[src/hw/rtl/round_robin_voice_allocator_macros.svh]
// Assertion macros shared by the voice allocator RTL.
`ifndef ROUND_ROBIN_VOICE_ALLOCATOR_MACROS_SVH
`define ROUND_ROBIN_VOICE_ALLOCATOR_MACROS_SVH
`ifndef NO_ASSERTIONS
// Same-cycle implication, disabled while reset is asserted.
`define RRVA_ASSERT_IMP(label, clk, rst_n, ante, cons, msg) \
	label: assert property (@(posedge clk) disable iff (!rst_n) (ante) |-> (cons)) \
		else $error(msg);
// Next-cycle implication, disabled while reset is asserted.
`define RRVA_ASSERT_NXT(label, clk, rst_n, ante, cons, msg) \
	label: assert property (@(posedge clk) disable iff (!rst_n) (ante) |=> (cons)) \
		else $error(msg);
`else
`define RRVA_ASSERT_IMP(label, clk, rst_n, ante, cons, msg)
`define RRVA_ASSERT_NXT(label, clk, rst_n, ante, cons, msg)
`endif
`endif

[src/hw/rtl/rrva_pkg.sv]
// Package with types and constants of the round-robin voice allocator.
package rrva_pkg;

	// Default number of voice slots.
	localparam int NUM_SLOTS_DEF = 7;

	// Field widths of the event and result transactions.
	localparam int FUNC_W    = 2;
	localparam int NOTE_W    = 7;
	localparam int MASK_W    = 7;
	localparam int IDX_OUT_W = 3;
	localparam int STAMP_W   = 32;

	// Register port: one 32-bit register, three address bits.
	localparam int PADDR_W = 3;
	localparam int PDATA_W = 32;
	localparam logic [PADDR_W-3:0] REG_SLOT_ENABLE = '0;
	localparam logic [MASK_W-1:0]  MASK_RESET      = MASK_W'(1);

	// Event kinds.
	typedef enum logic [FUNC_W-1:0] {
		FUNC_NOTE_ON  = 2'd0,
		FUNC_NOTE_OFF = 2'd1,
		FUNC_ALL_OFF  = 2'd2
	} func_t;

	// Controller states.
	typedef enum logic [1:0] {
		ST_IDLE,
		ST_SCAN,
		ST_COMMIT
	} state_t;

	// Commands from the controller to the datapath.
	typedef struct packed {
		logic load;
		logic step;
		logic commit;
	} cmd_t;

	// Status from the datapath to the controller.
	typedef struct packed {
		logic scan_last;
		logic res_busy;
	} sts_t;

endpackage

[src/hw/rtl/rrva_ctrl.sv]
// Controller state machine of the voice allocator.
`include "round_robin_voice_allocator_macros.svh"
module rrva_ctrl
	import rrva_pkg::*;
(
	input  logic clk,
	input  logic arst_n,
	input  logic evt_valid,
	output logic evt_stall,
	input  sts_t sts,
	output cmd_t cmd
);

	state_t state_q;
	state_t state_d;

	// State register.
	always_ff @(posedge clk or negedge arst_n) begin
		if (!arst_n) begin
			state_q <= ST_IDLE;
		end else begin
			state_q <= state_d;
		end
	end

	// Next state: take an event, scan every slot once, then commit.
	always_comb begin
		state_d = state_q;
		unique case (state_q)
			ST_IDLE: begin
				if (evt_valid) state_d = ST_SCAN;
			end
			ST_SCAN: begin
				if (sts.scan_last) state_d = ST_COMMIT;
			end
			ST_COMMIT: begin
				if (!sts.res_busy) state_d = ST_IDLE;
			end
			default: state_d = ST_IDLE;
		endcase
	end

	// Outputs: the commit waits until the result register is free.
	always_comb begin
		cmd       = '0;
		evt_stall = 1'b1;
		unique case (state_q)
			ST_IDLE: begin
				evt_stall = 1'b0;
				cmd.load  = evt_valid;
			end
			ST_SCAN: begin
				cmd.step = 1'b1;
			end
			ST_COMMIT: begin
				cmd.commit = !sts.res_busy;
			end
			default: begin
				evt_stall = 1'b1;
			end
		endcase
	end

	`RRVA_ASSERT_NXT(a_load_scans, clk, arst_n, cmd.load, state_q == ST_SCAN, "load did not start a scan")
	`RRVA_ASSERT_NXT(a_commit_idles, clk, arst_n, cmd.commit, !evt_stall, "commit did not return to idle")
	`RRVA_ASSERT_IMP(a_stall_when_busy, clk, arst_n, state_q != ST_IDLE, evt_stall, "event taken while busy")

endmodule

[src/hw/rtl/rrva_dp.sv]
// Datapath of the voice allocator: slot store, slot scan and result register.
`include "round_robin_voice_allocator_macros.svh"
module rrva_dp
	import rrva_pkg::*;
#(
	parameter int NUM_SLOTS = NUM_SLOTS_DEF
) (
	input  logic                 clk,
	input  logic                 arst_n,
	input  cmd_t                 cmd,
	output sts_t                 sts,
	input  logic [FUNC_W-1:0]    func,
	input  logic [NOTE_W-1:0]    note,
	input  logic [MASK_W-1:0]    enable_mask,
	input  logic                 res_stall,
	output logic                 res_valid,
	output logic                 slot_valid,
	output logic [IDX_OUT_W-1:0] slot_index,
	output logic                 stolen,
	output logic                 dropped,
	output logic [NOTE_W-1:0]    assigned_note,
	output logic [MASK_W-1:0]    active_mask
);

	localparam int SLOT_W = $clog2(NUM_SLOTS);
	localparam logic [SLOT_W-1:0] LAST_SLOT = SLOT_W'(NUM_SLOTS - 1);

	// Event being processed.
	func_t             func_q;
	logic [NOTE_W-1:0] note_q;

	// Slot store and allocation state.
	logic [NOTE_W-1:0]  note_arr_q [NUM_SLOTS];
	logic [STAMP_W-1:0] stamp_arr_q [NUM_SLOTS];
	logic [NUM_SLOTS-1:0] active_q;
	logic [SLOT_W-1:0]  search_q;
	logic [STAMP_W-1:0] stamp_cnt_q;

	// Scan state.
	logic [SLOT_W-1:0]  cnt_q;
	logic [SLOT_W-1:0]  ptr_q;
	logic               free_found_q;
	logic [SLOT_W-1:0]  free_idx_q;
	logic               have_q;
	logic [STAMP_W-1:0] best_q;
	logic [SLOT_W-1:0]  best_idx_q;
	logic               match_found_q;
	logic [SLOT_W-1:0]  match_idx_q;

	// Result register.
	logic                 res_valid_q;
	logic                 slot_valid_q;
	logic [IDX_OUT_W-1:0] slot_index_q;
	logic                 stolen_q;
	logic                 dropped_q;
	logic [NOTE_W-1:0]    assigned_note_q;
	logic [MASK_W-1:0]    active_mask_q;

	// Enabled slots: only the first MASK_W slots have an enable bit.
	logic [NUM_SLOTS+MASK_W-1:0] en_pad;
	logic [NUM_SLOTS-1:0]        en;
	assign en_pad = {NUM_SLOTS'(0), enable_mask};
	assign en     = en_pad[NUM_SLOTS-1:0];

	// One slot per scan step, visited in round-robin order from the search start.
	logic               cur_en;
	logic               cur_act;
	logic [STAMP_W-1:0] cur_stamp;
	logic [NOTE_W-1:0]  cur_note;
	logic               take_free;
	logic               take_best;
	logic               take_match;
	logic [SLOT_W-1:0]  ptr_nxt;

	assign cur_en    = en[ptr_q];
	assign cur_act   = active_q[ptr_q];
	assign cur_stamp = stamp_arr_q[ptr_q];
	assign cur_note  = note_arr_q[ptr_q];
	assign ptr_nxt   = (ptr_q == LAST_SLOT) ? '0 : ptr_q + SLOT_W'(1);

	// First free slot in scan order; oldest stamp with ties to the lowest index;
	// lowest active slot that holds the note.
	assign take_free  = cur_en && !cur_act && !free_found_q;
	assign take_best  = cur_en && (!have_q || (cur_stamp < best_q) ||
		((cur_stamp == best_q) && (ptr_q < best_idx_q)));
	assign take_match = cur_act && (cur_note == note_q) &&
		(!match_found_q || (ptr_q < match_idx_q));

	assign sts.scan_last = (cnt_q == '0);
	assign sts.res_busy  = res_valid_q && res_stall;

	// Outcome of the event, applied at commit.
	logic                 any_en;
	logic [SLOT_W-1:0]    chosen;
	logic [SLOT_W-1:0]    chosen_nxt;
	logic [STAMP_W-1:0]   stamp_inc;
	logic                 assign_slot;
	logic                 r_valid;
	logic [SLOT_W-1:0]    r_index;
	logic                 r_stolen;
	logic                 r_dropped;
	logic [NOTE_W-1:0]    r_note;
	logic [NUM_SLOTS-1:0] act_next;
	logic [NUM_SLOTS+MASK_W-1:0] act_pad;

	assign any_en     = |en;
	assign chosen     = free_found_q ? free_idx_q : best_idx_q;
	assign chosen_nxt = (chosen == LAST_SLOT) ? '0 : chosen + SLOT_W'(1);
	assign stamp_inc  = stamp_cnt_q + STAMP_W'(1);
	assign act_pad    = {MASK_W'(0), act_next};

	// Decode of the event kind.
	always_comb begin
		assign_slot = 1'b0;
		r_valid     = 1'b0;
		r_index     = '0;
		r_stolen    = 1'b0;
		r_dropped   = 1'b0;
		r_note      = '0;
		act_next    = active_q;
		unique case (func_q)
			FUNC_NOTE_ON: begin
				if (any_en) begin
					assign_slot      = 1'b1;
					r_valid          = 1'b1;
					r_index          = chosen;
					r_stolen         = !free_found_q;
					r_note           = note_q;
					act_next[chosen] = 1'b1;
				end else begin
					r_dropped = 1'b1;
				end
			end
			FUNC_NOTE_OFF: begin
				if (match_found_q) begin
					r_valid               = 1'b1;
					r_index               = match_idx_q;
					act_next[match_idx_q] = 1'b0;
				end
			end
			FUNC_ALL_OFF: begin
				act_next = '0;
			end
			default: begin
				act_next = active_q;
			end
		endcase
	end

	// Event capture, no reset needed.
	always_ff @(posedge clk) begin
		if (cmd.load) begin
			func_q <= func_t'(func);
			note_q <= note;
		end
	end

	// Scan registers.
	always_ff @(posedge clk or negedge arst_n) begin
		if (!arst_n) begin
			cnt_q         <= '0;
			ptr_q         <= '0;
			free_found_q  <= 1'b0;
			free_idx_q    <= '0;
			have_q        <= 1'b0;
			best_q        <= '0;
			best_idx_q    <= '0;
			match_found_q <= 1'b0;
			match_idx_q   <= '0;
		end else if (cmd.load) begin
			cnt_q         <= LAST_SLOT;
			ptr_q         <= search_q;
			free_found_q  <= 1'b0;
			have_q        <= 1'b0;
			match_found_q <= 1'b0;
		end else if (cmd.step) begin
			cnt_q <= cnt_q - SLOT_W'(1);
			ptr_q <= ptr_nxt;
			if (take_free) begin
				free_found_q <= 1'b1;
				free_idx_q   <= ptr_q;
			end
			if (take_best) begin
				have_q     <= 1'b1;
				best_q     <= cur_stamp;
				best_idx_q <= ptr_q;
			end
			if (take_match) begin
				match_found_q <= 1'b1;
				match_idx_q   <= ptr_q;
			end
		end
	end

	// Slot store and allocation state, updated at commit.
	always_ff @(posedge clk or negedge arst_n) begin
		if (!arst_n) begin
			for (int i = 0; i < NUM_SLOTS; i++) begin
				note_arr_q[i]  <= '0;
				stamp_arr_q[i] <= '0;
			end
			active_q    <= '0;
			search_q    <= '0;
			stamp_cnt_q <= '0;
		end else if (cmd.commit) begin
			active_q <= act_next;
			if (assign_slot) begin
				note_arr_q[chosen]  <= note_q;
				stamp_arr_q[chosen] <= stamp_inc;
				stamp_cnt_q         <= stamp_inc;
				search_q            <= chosen_nxt;
			end
		end
	end

	// Result register: loaded at commit, emptied when the transaction is taken.
	always_ff @(posedge clk or negedge arst_n) begin
		if (!arst_n) begin
			res_valid_q <= 1'b0;
		end else if (cmd.commit) begin
			res_valid_q <= 1'b1;
		end else if (!res_stall) begin
			res_valid_q <= 1'b0;
		end
	end

	always_ff @(posedge clk) begin
		if (cmd.commit) begin
			slot_valid_q    <= r_valid;
			slot_index_q    <= IDX_OUT_W'(r_index);
			stolen_q        <= r_stolen;
			dropped_q       <= r_dropped;
			assigned_note_q <= r_note;
			active_mask_q   <= act_pad[MASK_W-1:0];
		end
	end

	assign res_valid     = res_valid_q;
	assign slot_valid    = slot_valid_q;
	assign slot_index    = slot_index_q;
	assign stolen        = stolen_q;
	assign dropped       = dropped_q;
	assign assigned_note = assigned_note_q;
	assign active_mask   = active_mask_q;

	`RRVA_ASSERT_IMP(a_steal_assigns, clk, arst_n, res_valid_q && stolen_q, slot_valid_q && !dropped_q, "steal without an assigned slot")
	`RRVA_ASSERT_IMP(a_drop_no_enable, clk, arst_n, res_valid_q && dropped_q, en == '0, "drop while a slot is enabled")
	`RRVA_ASSERT_NXT(a_stamp_on_commit, clk, arst_n, !cmd.commit, $stable(stamp_cnt_q), "stamp counter moved outside commit")

endmodule

[src/hw/rtl/round_robin_voice_allocator.sv]
// Top level of the round-robin voice allocator with oldest-slot stealing.
//
// Events enter on the evt channel (func, note) and are taken when evt_valid
// is high and evt_stall is low. Each event yields exactly one result
// transaction on the res channel, taken when res_valid is high and res_stall
// is low. An event scans the NUM_SLOTS slots one per cycle through a single
// read port on the slot store, then commits; evt_stall stays high from the
// scan until the commit, so a new event is taken only after the previous
// one has committed.
// The next event is taken while a finished result still waits; its commit
// holds while res_stall keeps the earlier result in the output register.
// slot_enable_mask sits at byte address 0 of the register port; write it
// only while no event is in flight. Reset frees every slot, clears the
// notes, stamps, search start and stamp counter, and enables slot 0 only.
module round_robin_voice_allocator
	import rrva_pkg::*;
#(
	parameter int NUM_SLOTS = NUM_SLOTS_DEF
) (
	input  logic                 clk,
	input  logic                 arst_n,
	input  logic                 evt_valid,
	output logic                 evt_stall,
	input  logic [FUNC_W-1:0]    func,
	input  logic [NOTE_W-1:0]    note,
	output logic                 res_valid,
	input  logic                 res_stall,
	output logic                 slot_valid,
	output logic [IDX_OUT_W-1:0] slot_index,
	output logic                 stolen,
	output logic                 dropped,
	output logic [NOTE_W-1:0]    assigned_note,
	output logic [MASK_W-1:0]    active_mask,
	input  logic                 psel,
	input  logic                 penable,
	input  logic                 pwrite,
	input  logic [PADDR_W-1:0]   paddr,
	input  logic [PDATA_W-1:0]   pwdata,
	output logic [PDATA_W-1:0]   prdata,
	output logic                 pready
);

	cmd_t              cmd;
	sts_t              sts;
	logic [MASK_W-1:0] enable_mask_q;
	logic              reg_hit;

	// Register decode: the index is the word address.
	assign reg_hit = (paddr[PADDR_W-1:2] == REG_SLOT_ENABLE);
	assign pready  = 1'b1;
	assign prdata  = reg_hit ? PDATA_W'(enable_mask_q) : '0;

	// Slot enable register.
	always_ff @(posedge clk or negedge arst_n) begin
		if (!arst_n) begin
			enable_mask_q <= MASK_RESET;
		end else if (psel && penable && pwrite && pready && reg_hit) begin
			enable_mask_q <= pwdata[MASK_W-1:0];
		end
	end

	rrva_ctrl u_ctrl (
		.clk       (clk),
		.arst_n    (arst_n),
		.evt_valid (evt_valid),
		.evt_stall (evt_stall),
		.sts       (sts),
		.cmd       (cmd)
	);

	rrva_dp #(
		.NUM_SLOTS (NUM_SLOTS)
	) u_dp (
		.clk           (clk),
		.arst_n        (arst_n),
		.cmd           (cmd),
		.sts           (sts),
		.func          (func),
		.note          (note),
		.enable_mask   (enable_mask_q),
		.res_stall     (res_stall),
		.res_valid     (res_valid),
		.slot_valid    (slot_valid),
		.slot_index    (slot_index),
		.stolen        (stolen),
		.dropped       (dropped),
		.assigned_note (assigned_note),
		.active_mask   (active_mask)
	);

endmodule
[config.mk]
export PLATFORM = sky130hd
export DESIGN_NAME = round_robin_voice_allocator
export DESIGN_NICKNAME = d
export VERILOG_FILES = /design/src/hw/rtl/rrva_pkg.sv /design/src/hw/rtl/rrva_ctrl.sv /design/src/hw/rtl/rrva_dp.sv /design/src/hw/rtl/round_robin_voice_allocator.sv
export VERILOG_INCLUDE_DIRS = /design/src /design/src/hw/rtl
export SDC_FILE = /design/constraint.sdc
export NUM_CORES = 1
export LEC_CHECK = 0
export BUFFER_PORTS_ARGS = -buffer_cell sky130_fd_sc_hd__buf_4
export CORE_MARGIN = 3
export CORE_UTILIZATION = 55
export DETAILED_ROUTE_END_ITERATION = 10
export HOLD_SLACK_MARGIN = 0.15
export PLACE_DENSITY_LB_ADDON = 0.3
export SYNTH_ARGS = -nofsm -noshare
export SYNTH_HDL_FRONTEND = slang
export SYNTH_HIERARCHICAL = 1
export SYNTH_SLANG_ARGS = --single-unit
[constraint.sdc]
create_clock -name clk -period 4.5 [get_ports clk]
set_input_delay 0.675 -clock clk [delete_from_list [all_inputs] [get_ports clk]]
set_output_delay 0.675 -clock clk [all_outputs]
set_load 0.01 [all_outputs]
Word level (Yosys, flattened, before mapping)
Index checks and enable logic that the tools add are counted.
Widths: inputs -> output; s select.
Word-level totals
  flip-flop bits (word level): 404
  input port bits: 51
  output and inout port bits: 55
Operators by class
  add/sub/neg operators: 4
  order comparisons: 11
  equality and inequality tests: 12
  multiplexer cells: 58
  bitwise logic cells: 7
  reduce and logical (&&, ||, !) cells: 38
Operators with widths (number)
  $bwmux 224: 1
  $bmux 32 s3: 1
  $demux 32 s3: 1
  $mux 32: 3
  $bwmux 49: 1
  $mux 7: 6
  $add 32x1->32 const B: 1
  $eq 32x32->1: 1
  $lt 32x32->1: 1
  $mux 3: 9
  $mux 1: 23
  $bmux 7 s3: 1
  $demux 7 s3: 1
  $pmux 7 s3: 1
  $logic_and 1x1->1: 13
  $lt 3x4->1 const B: 3
  $reduce_and 3->1: 4
  $reduce_and 2->1: 5
  $ge 4x4->1 const B: 2
  $not 3->4: 2
  $reduce_bool 2->1: 4
  $and 7x7->7: 1
  $eq 7x7->1: 1
  $not 7->7: 1
  23 further kinds: 43

Depth between registers and ports, before layout
  word-level depth: 11
  gate-level depth with buffers: 18

Cells and area by module
Netlist, hierarchy kept.
Modules (own cells, without submodules)
  rrva_dp: instances 1, cells an instance 1691, area an instance 18366.4 µm², sequential area each 10029.6 µm²
  round_robin_voice_allocator: instances 1, cells an instance 50, area an instance 543.0 µm², sequential area each 176.4 µm²
  rrva_ctrl: instances 1, cells an instance 13, area an instance 127.6 µm², sequential area each 50.0 µm²

Least setup slack after synthesis
Ideal clock, no wire load.
  path type: in2reg
  from: in res_stall
  to: reg u_dp/stamp_arr_q[112] (netlist bit)
  setup time: 0.144 ns
  arrival time: 4.188 ns
  setup slack: 0.168 ns
  stages on the path: 10
  cells stage by stage: and2_1 nor3b_1 clkbuf_1 and3_1 clkbuf_1 and3_1 clkbuf_1 buf_2 buf_1 a21oi_1
RTL lines
  start, declared: line round_robin_voice_allocator.sv:27  | input logic res_stall,
  end signal, assigned by index: line rrva_dp.sv:209  | stamp_arr_q[chosen] <= stamp_inc;
  end, declared: line rrva_dp.sv:34  | logic [STAMP_W-1:0] stamp_arr_q [NUM_SLOTS];

Worst setup path after layout
  from: reg u_dp.ptr_q[0]
  to: reg u_dp.best_q[27]
Between the ends
  cells in the longest elaborated chain, start to end: 9
Ends and longest elaborated chain
  start, declared: line rrva_dp.sv:41  | logic [SLOT_W-1:0] ptr_q;
  start signal, assigned: line rrva_dp.sv:172  | ptr_q <= search_q;
  start signal, assigned: line rrva_dp.sv:178  | ptr_q <= ptr_nxt;
  $not 3->4 (not written as such) (*): line rrva_dp.sv:77  | assign cur_stamp = stamp_arr_q[ptr_q];
  $bmux 32 s3 (*): line rrva_dp.sv:77
  $mux 32 (not written as such) (*) (2 in a row): line rrva_dp.sv:77
  via u_dp.cur_stamp[17]: line rrva_dp.sv:68  | logic [STAMP_W-1:0] cur_stamp;
  $lt 32x32->1 / $eq 32x32->1 (equally long branches): line rrva_dp.sv:84, rrva_dp.sv:85
  $logic_or 1x1->1 / $logic_and 1x1->1 (equally long branches): line rrva_dp.sv:84, rrva_dp.sv:85
  $logic_or 1x1->1 (*): line rrva_dp.sv:84  | assign take_best = cur_en && (!have_q || (cur_stamp < best_q) ||
  $logic_and 1x1->1 (*): line rrva_dp.sv:84
  $reduce_and 3->1 (no source line) (*)
  end signal, assigned: line rrva_dp.sv:185  | best_q <= cur_stamp;
  end, declared: line rrva_dp.sv:45  | logic [STAMP_W-1:0] best_q;
Mark *: on every way through the listed nets, which the timed path passes. The rest lies on a longest branch. The select of a mux whose other input is x is not followed.
A chain may end at the register's enable or synchronous reset.

==> summary.txt <==
Worst setup path
  – CP Buf/Inv Count: 3
  – CP delay by family, top: simple AND/OR/NAND/NOR gates
  – Worst Setup Start Kind: flip-flop
  – CP Cell Sequence: buf_12, buf_12, mux4_2, nor2_1, a21oi_1, ha_1, nand4_1, or4_1, or3b_1, o211ai_4, buf_12, mux2_2
  – Flop2flop setup slack: 0.48 ns
  – WS Path Type: reg2reg
  – R2R cell count: 12
  – Crit Path Max Fanout: 21
  – Slowest stage cell, crit path: dfrtp_4
  – Cell mode on critical path: buf_12
  – Worst Path Required: 4.92 ns
  – Crit end category: flip-flop
  – Crit path DAT: 4.44 ns
  – Worst flop-to-flop path startpoint: u_dp/ptr_q[0]
  – Worst reg2reg endpoint: u_dp/best_q[27]
  – Worst path max stage delay: 0.53 ns

Die
  – Die span in y: 192 microns
  – FP Rows: 67
  – Core area: 0.0338 sq mm
  – # IOs: 106
  – Die width: 192 microns
  – Die footprint: 0.0369 sq mm
  – Starting Density: 56.3%

Run status
  – Status: complete, no violations

Synthesis
  – Top_reg_cell synth: dfrtp_1
  – Synth warnings: 6
  – Synthesis-stage register bit count: 404
  – Post-synthesis sequential area ratio: 53.9%
  – Post-Synthesis Cells: 1754
  – EDFF count, synth: 29
  – Synth cell types: 65
  – Ys async rst share: 92.8%
  – Syn Area/Cell: 10.9 sq um
  – Mapped cell area: 0.0190 sq mm

Clock tree
  – Post-CTS setup buffer count: 0
  – CTS Hold Bufs: 0
  – CTS HTree Levels: 2
  – CTS tree: yes
  – Clock-pin slew of the registers on the worst-case setup and hold paths: 0.06 ns
  – CTS Root Cell: clkbuf_16
  – CTS sink count: 404
  – CTS resizes: 0
  – Inserted Clock Buffers: 43
  – Clk buf depth: 3
  – Worst skew pair latency: 0.54 ns

Timing
  – Final period util: 89.3%
  – Count of final setup violators: 0
  – FMAX: 0.249 GHz
  – RSZ-0062 raised after global routing: no
  – Hold Slack: 0.258 ns
  – Crit path time final: 4.02 ns
  – Slew headroom: 36.7%
  – Final TNS setup: 0 ns
  – Slew @ Worst Pin: 0.950 ns
  – Max-slew violation count: 0
  – Clock skew: 0.0154 ns
  – Final hold vios: 0

Routing
  – Drt initial violations: 912
  – Routed vias/inst: 5.71
  – Drt total wl: 41.0 mm
  – Wire length per cell: 18.2 microns
  – DRC violations left: 0
  – Total number of vias: 12900
  – Final antenna-violating net count: 0
  – Routed wl met3: 1.64 mm
  – Wire length on met1: 18.4 mm
  – Metal2 WL: 20.0 mm
  – Max Used Layer: met4
  – DRT Pass-1 Iters: 5

Global routing
  – Remaining Overflow, GRT: 0
  – Vias in the first global route: 13000
  – Largest net degree at the start of global routing: 123
  – Initial antenna violation count: 0
  – First-pass GRT wire length: 68.1 mm
  – Total Routing Usage GR: 23.0%

Placed design
  – GPL Wtd Cong: 0.889
  – I/O Buffers: 52
  – DP HPWL: 25.8 mm

Cells and area
  – Area delta synth->final: 11.7%
  – Most frequent cells in the layout: 371 x dfrtp_1, 276 x nor2_1, 271 x a21oi_1
  – Layout cells sized above 1: 18.8%
  – Register Area: 0.0103 sq mm
  – Final Net Count: 1867
  – Ant. Diodes: 0
  – Most common cell after layout, fill and taps aside: dfrtp_1
  – FILL cells: 2606
  – Area of the multi-input gates: 0.00801 sq mm

Flow run
  – Max_cap viols: 0

Worst hold path
  – Min-Delay Path Class: in2async

Power
  – Maximum vdd drop: 0.364 mV
  – Leakage: 9.93 nW
  – Pwr Density: 525 mW/mm^2
[cells in the mapped netlist (3+ instances only)]
cell type	number	area share [%]
nor2_1	277	5.5
xnor2_1	35	1.6
edfxtp_1	29	4.6
mux2i_1	49	2.6
o31ai_1	4	0.16
or2_2	3	0.099
nand2b_1	5	0.16
and2_1	3	0.099
ha_1	39	2.6
a21o_1	8	0.32
xor2_1	31	1.4
nor4_4	3	0.34
mux2_2	108	6.4
a21oi_1	271	7.1
and4_1	3	0.14
a31oi_1	4	0.13
and2b_2	7	0.32
buf_1	19	0.37
clkbuf_1	63	1.2
nand2_1	94	1.9
buf_4	31	1.2
and3_1	15	0.49
o21ai_0	53	1.4
nand4_1	18	0.59
buf_2	24	0.63
o21ai_1	5	0.13
dfrtp_1	374	49
buf_6	5	0.30
mux4_1	4	0.55
nor3_1	11	0.29
inv_1	51	1.0
nand3_1	23	0.60
o2bb2ai_1	4	0.18
a211oi_1	3	0.12
mux4_2	37	4.4
o211ai_1	4	0.16
[per-stage QoR]
stage	setup WS, ns	utilization (%)	total power [mW]	instances	instance area [sq um]
2_1_floorplan	0.168	-	6.87	1778	19100
3_3_place_gp	0.550	58.9	7.73	2180	19900
3_5_place_dp	0.479	58.9	7.85	2180	19900
4_1_cts	0.462	62.9	11.3	2259	21300
5_1_grt	0.316	62.9	11.8	2259	21300
6_report	0.480	62.9	11.2	2259	21300
[power by group]
part           leakage [nW]  switching, mW  internal, mW
Combinational          3.84           1.70          1.47
Clock                 0.673           1.43          1.96
Sequential             5.42          0.420          4.19
[worst max path at each step]
| stage | start | end | slack, ns | depth (start not counted) |
|---|---|---|---|---|
| floorplan | res_stall | u_dp/stamp_arr_q[112] | 0.17 | 10 |
| global placement | u_dp/ptr_q[0] | u_dp/best_q[19] | 0.55 | 12 |
| detailed placement | u_dp/ptr_q[0] | u_dp/best_q[25] | 0.48 | 12 |
| CTS | u_dp/ptr_q[0] | u_dp/best_q[27] | 0.46 | 12 |
| global route | u_dp/ptr_q[1] | u_dp/best_q[25] | 0.32 | 14 |
| finish | u_dp/ptr_q[0] | u_dp/best_q[27] | 0.48 | 12 |
[sequential cells by signal, summed over array words and instances, names as in the netlist, 7 cells and up]
| name | flops |
|---|---|
| enable_mask_q | 7 |
| u_dp/active_mask | 7 |
| u_dp/active_q | 7 |
| u_dp/assigned_note | 7 |
| u_dp/best_q | 32 |
| u_dp/note_arr_q | 49 |
| u_dp/note_q | 7 |
| u_dp/stamp_arr_q | 224 |
| u_dp/stamp_cnt_q | 32 |
[final cells by class]
cell class | count | share of cell area (%)
Tap cell | 448 | 2.64
Clock inverter | 13 | 0.394
Timing Repair Buffer | 96 | 4.13
Multi-Input combinational cell | 1181 | 37.7
Sequential cell | 404 | 48.3
Inverter | 51 | 0.901
Clock buffer | 66 | 5.99
[per-layer routing]
layer  up-vias  track usage (%)
li1       6084                -
met1      6464             32.1
met2       281             38.1
met3        72             3.05
met4         0             6.81
met5         -                0
[cells by family after synthesis]
| family | count (synthesis) | share of synthesized area, % |
|---|---|---|
| compound gates | 374 | 10.6 |
| flops | 404 | 53.9 |
| buf+inv | 193 | 4.77 |
| simple gates | 478 | 11.2 |
| xor+xnor | 66 | 3.04 |
| other cells | 2 | 0.0394 |
| fa+ha+maj | 39 | 2.56 |
| mux | 198 | 13.9 |
Note: power is estimated with default switching activity, not from simulation.
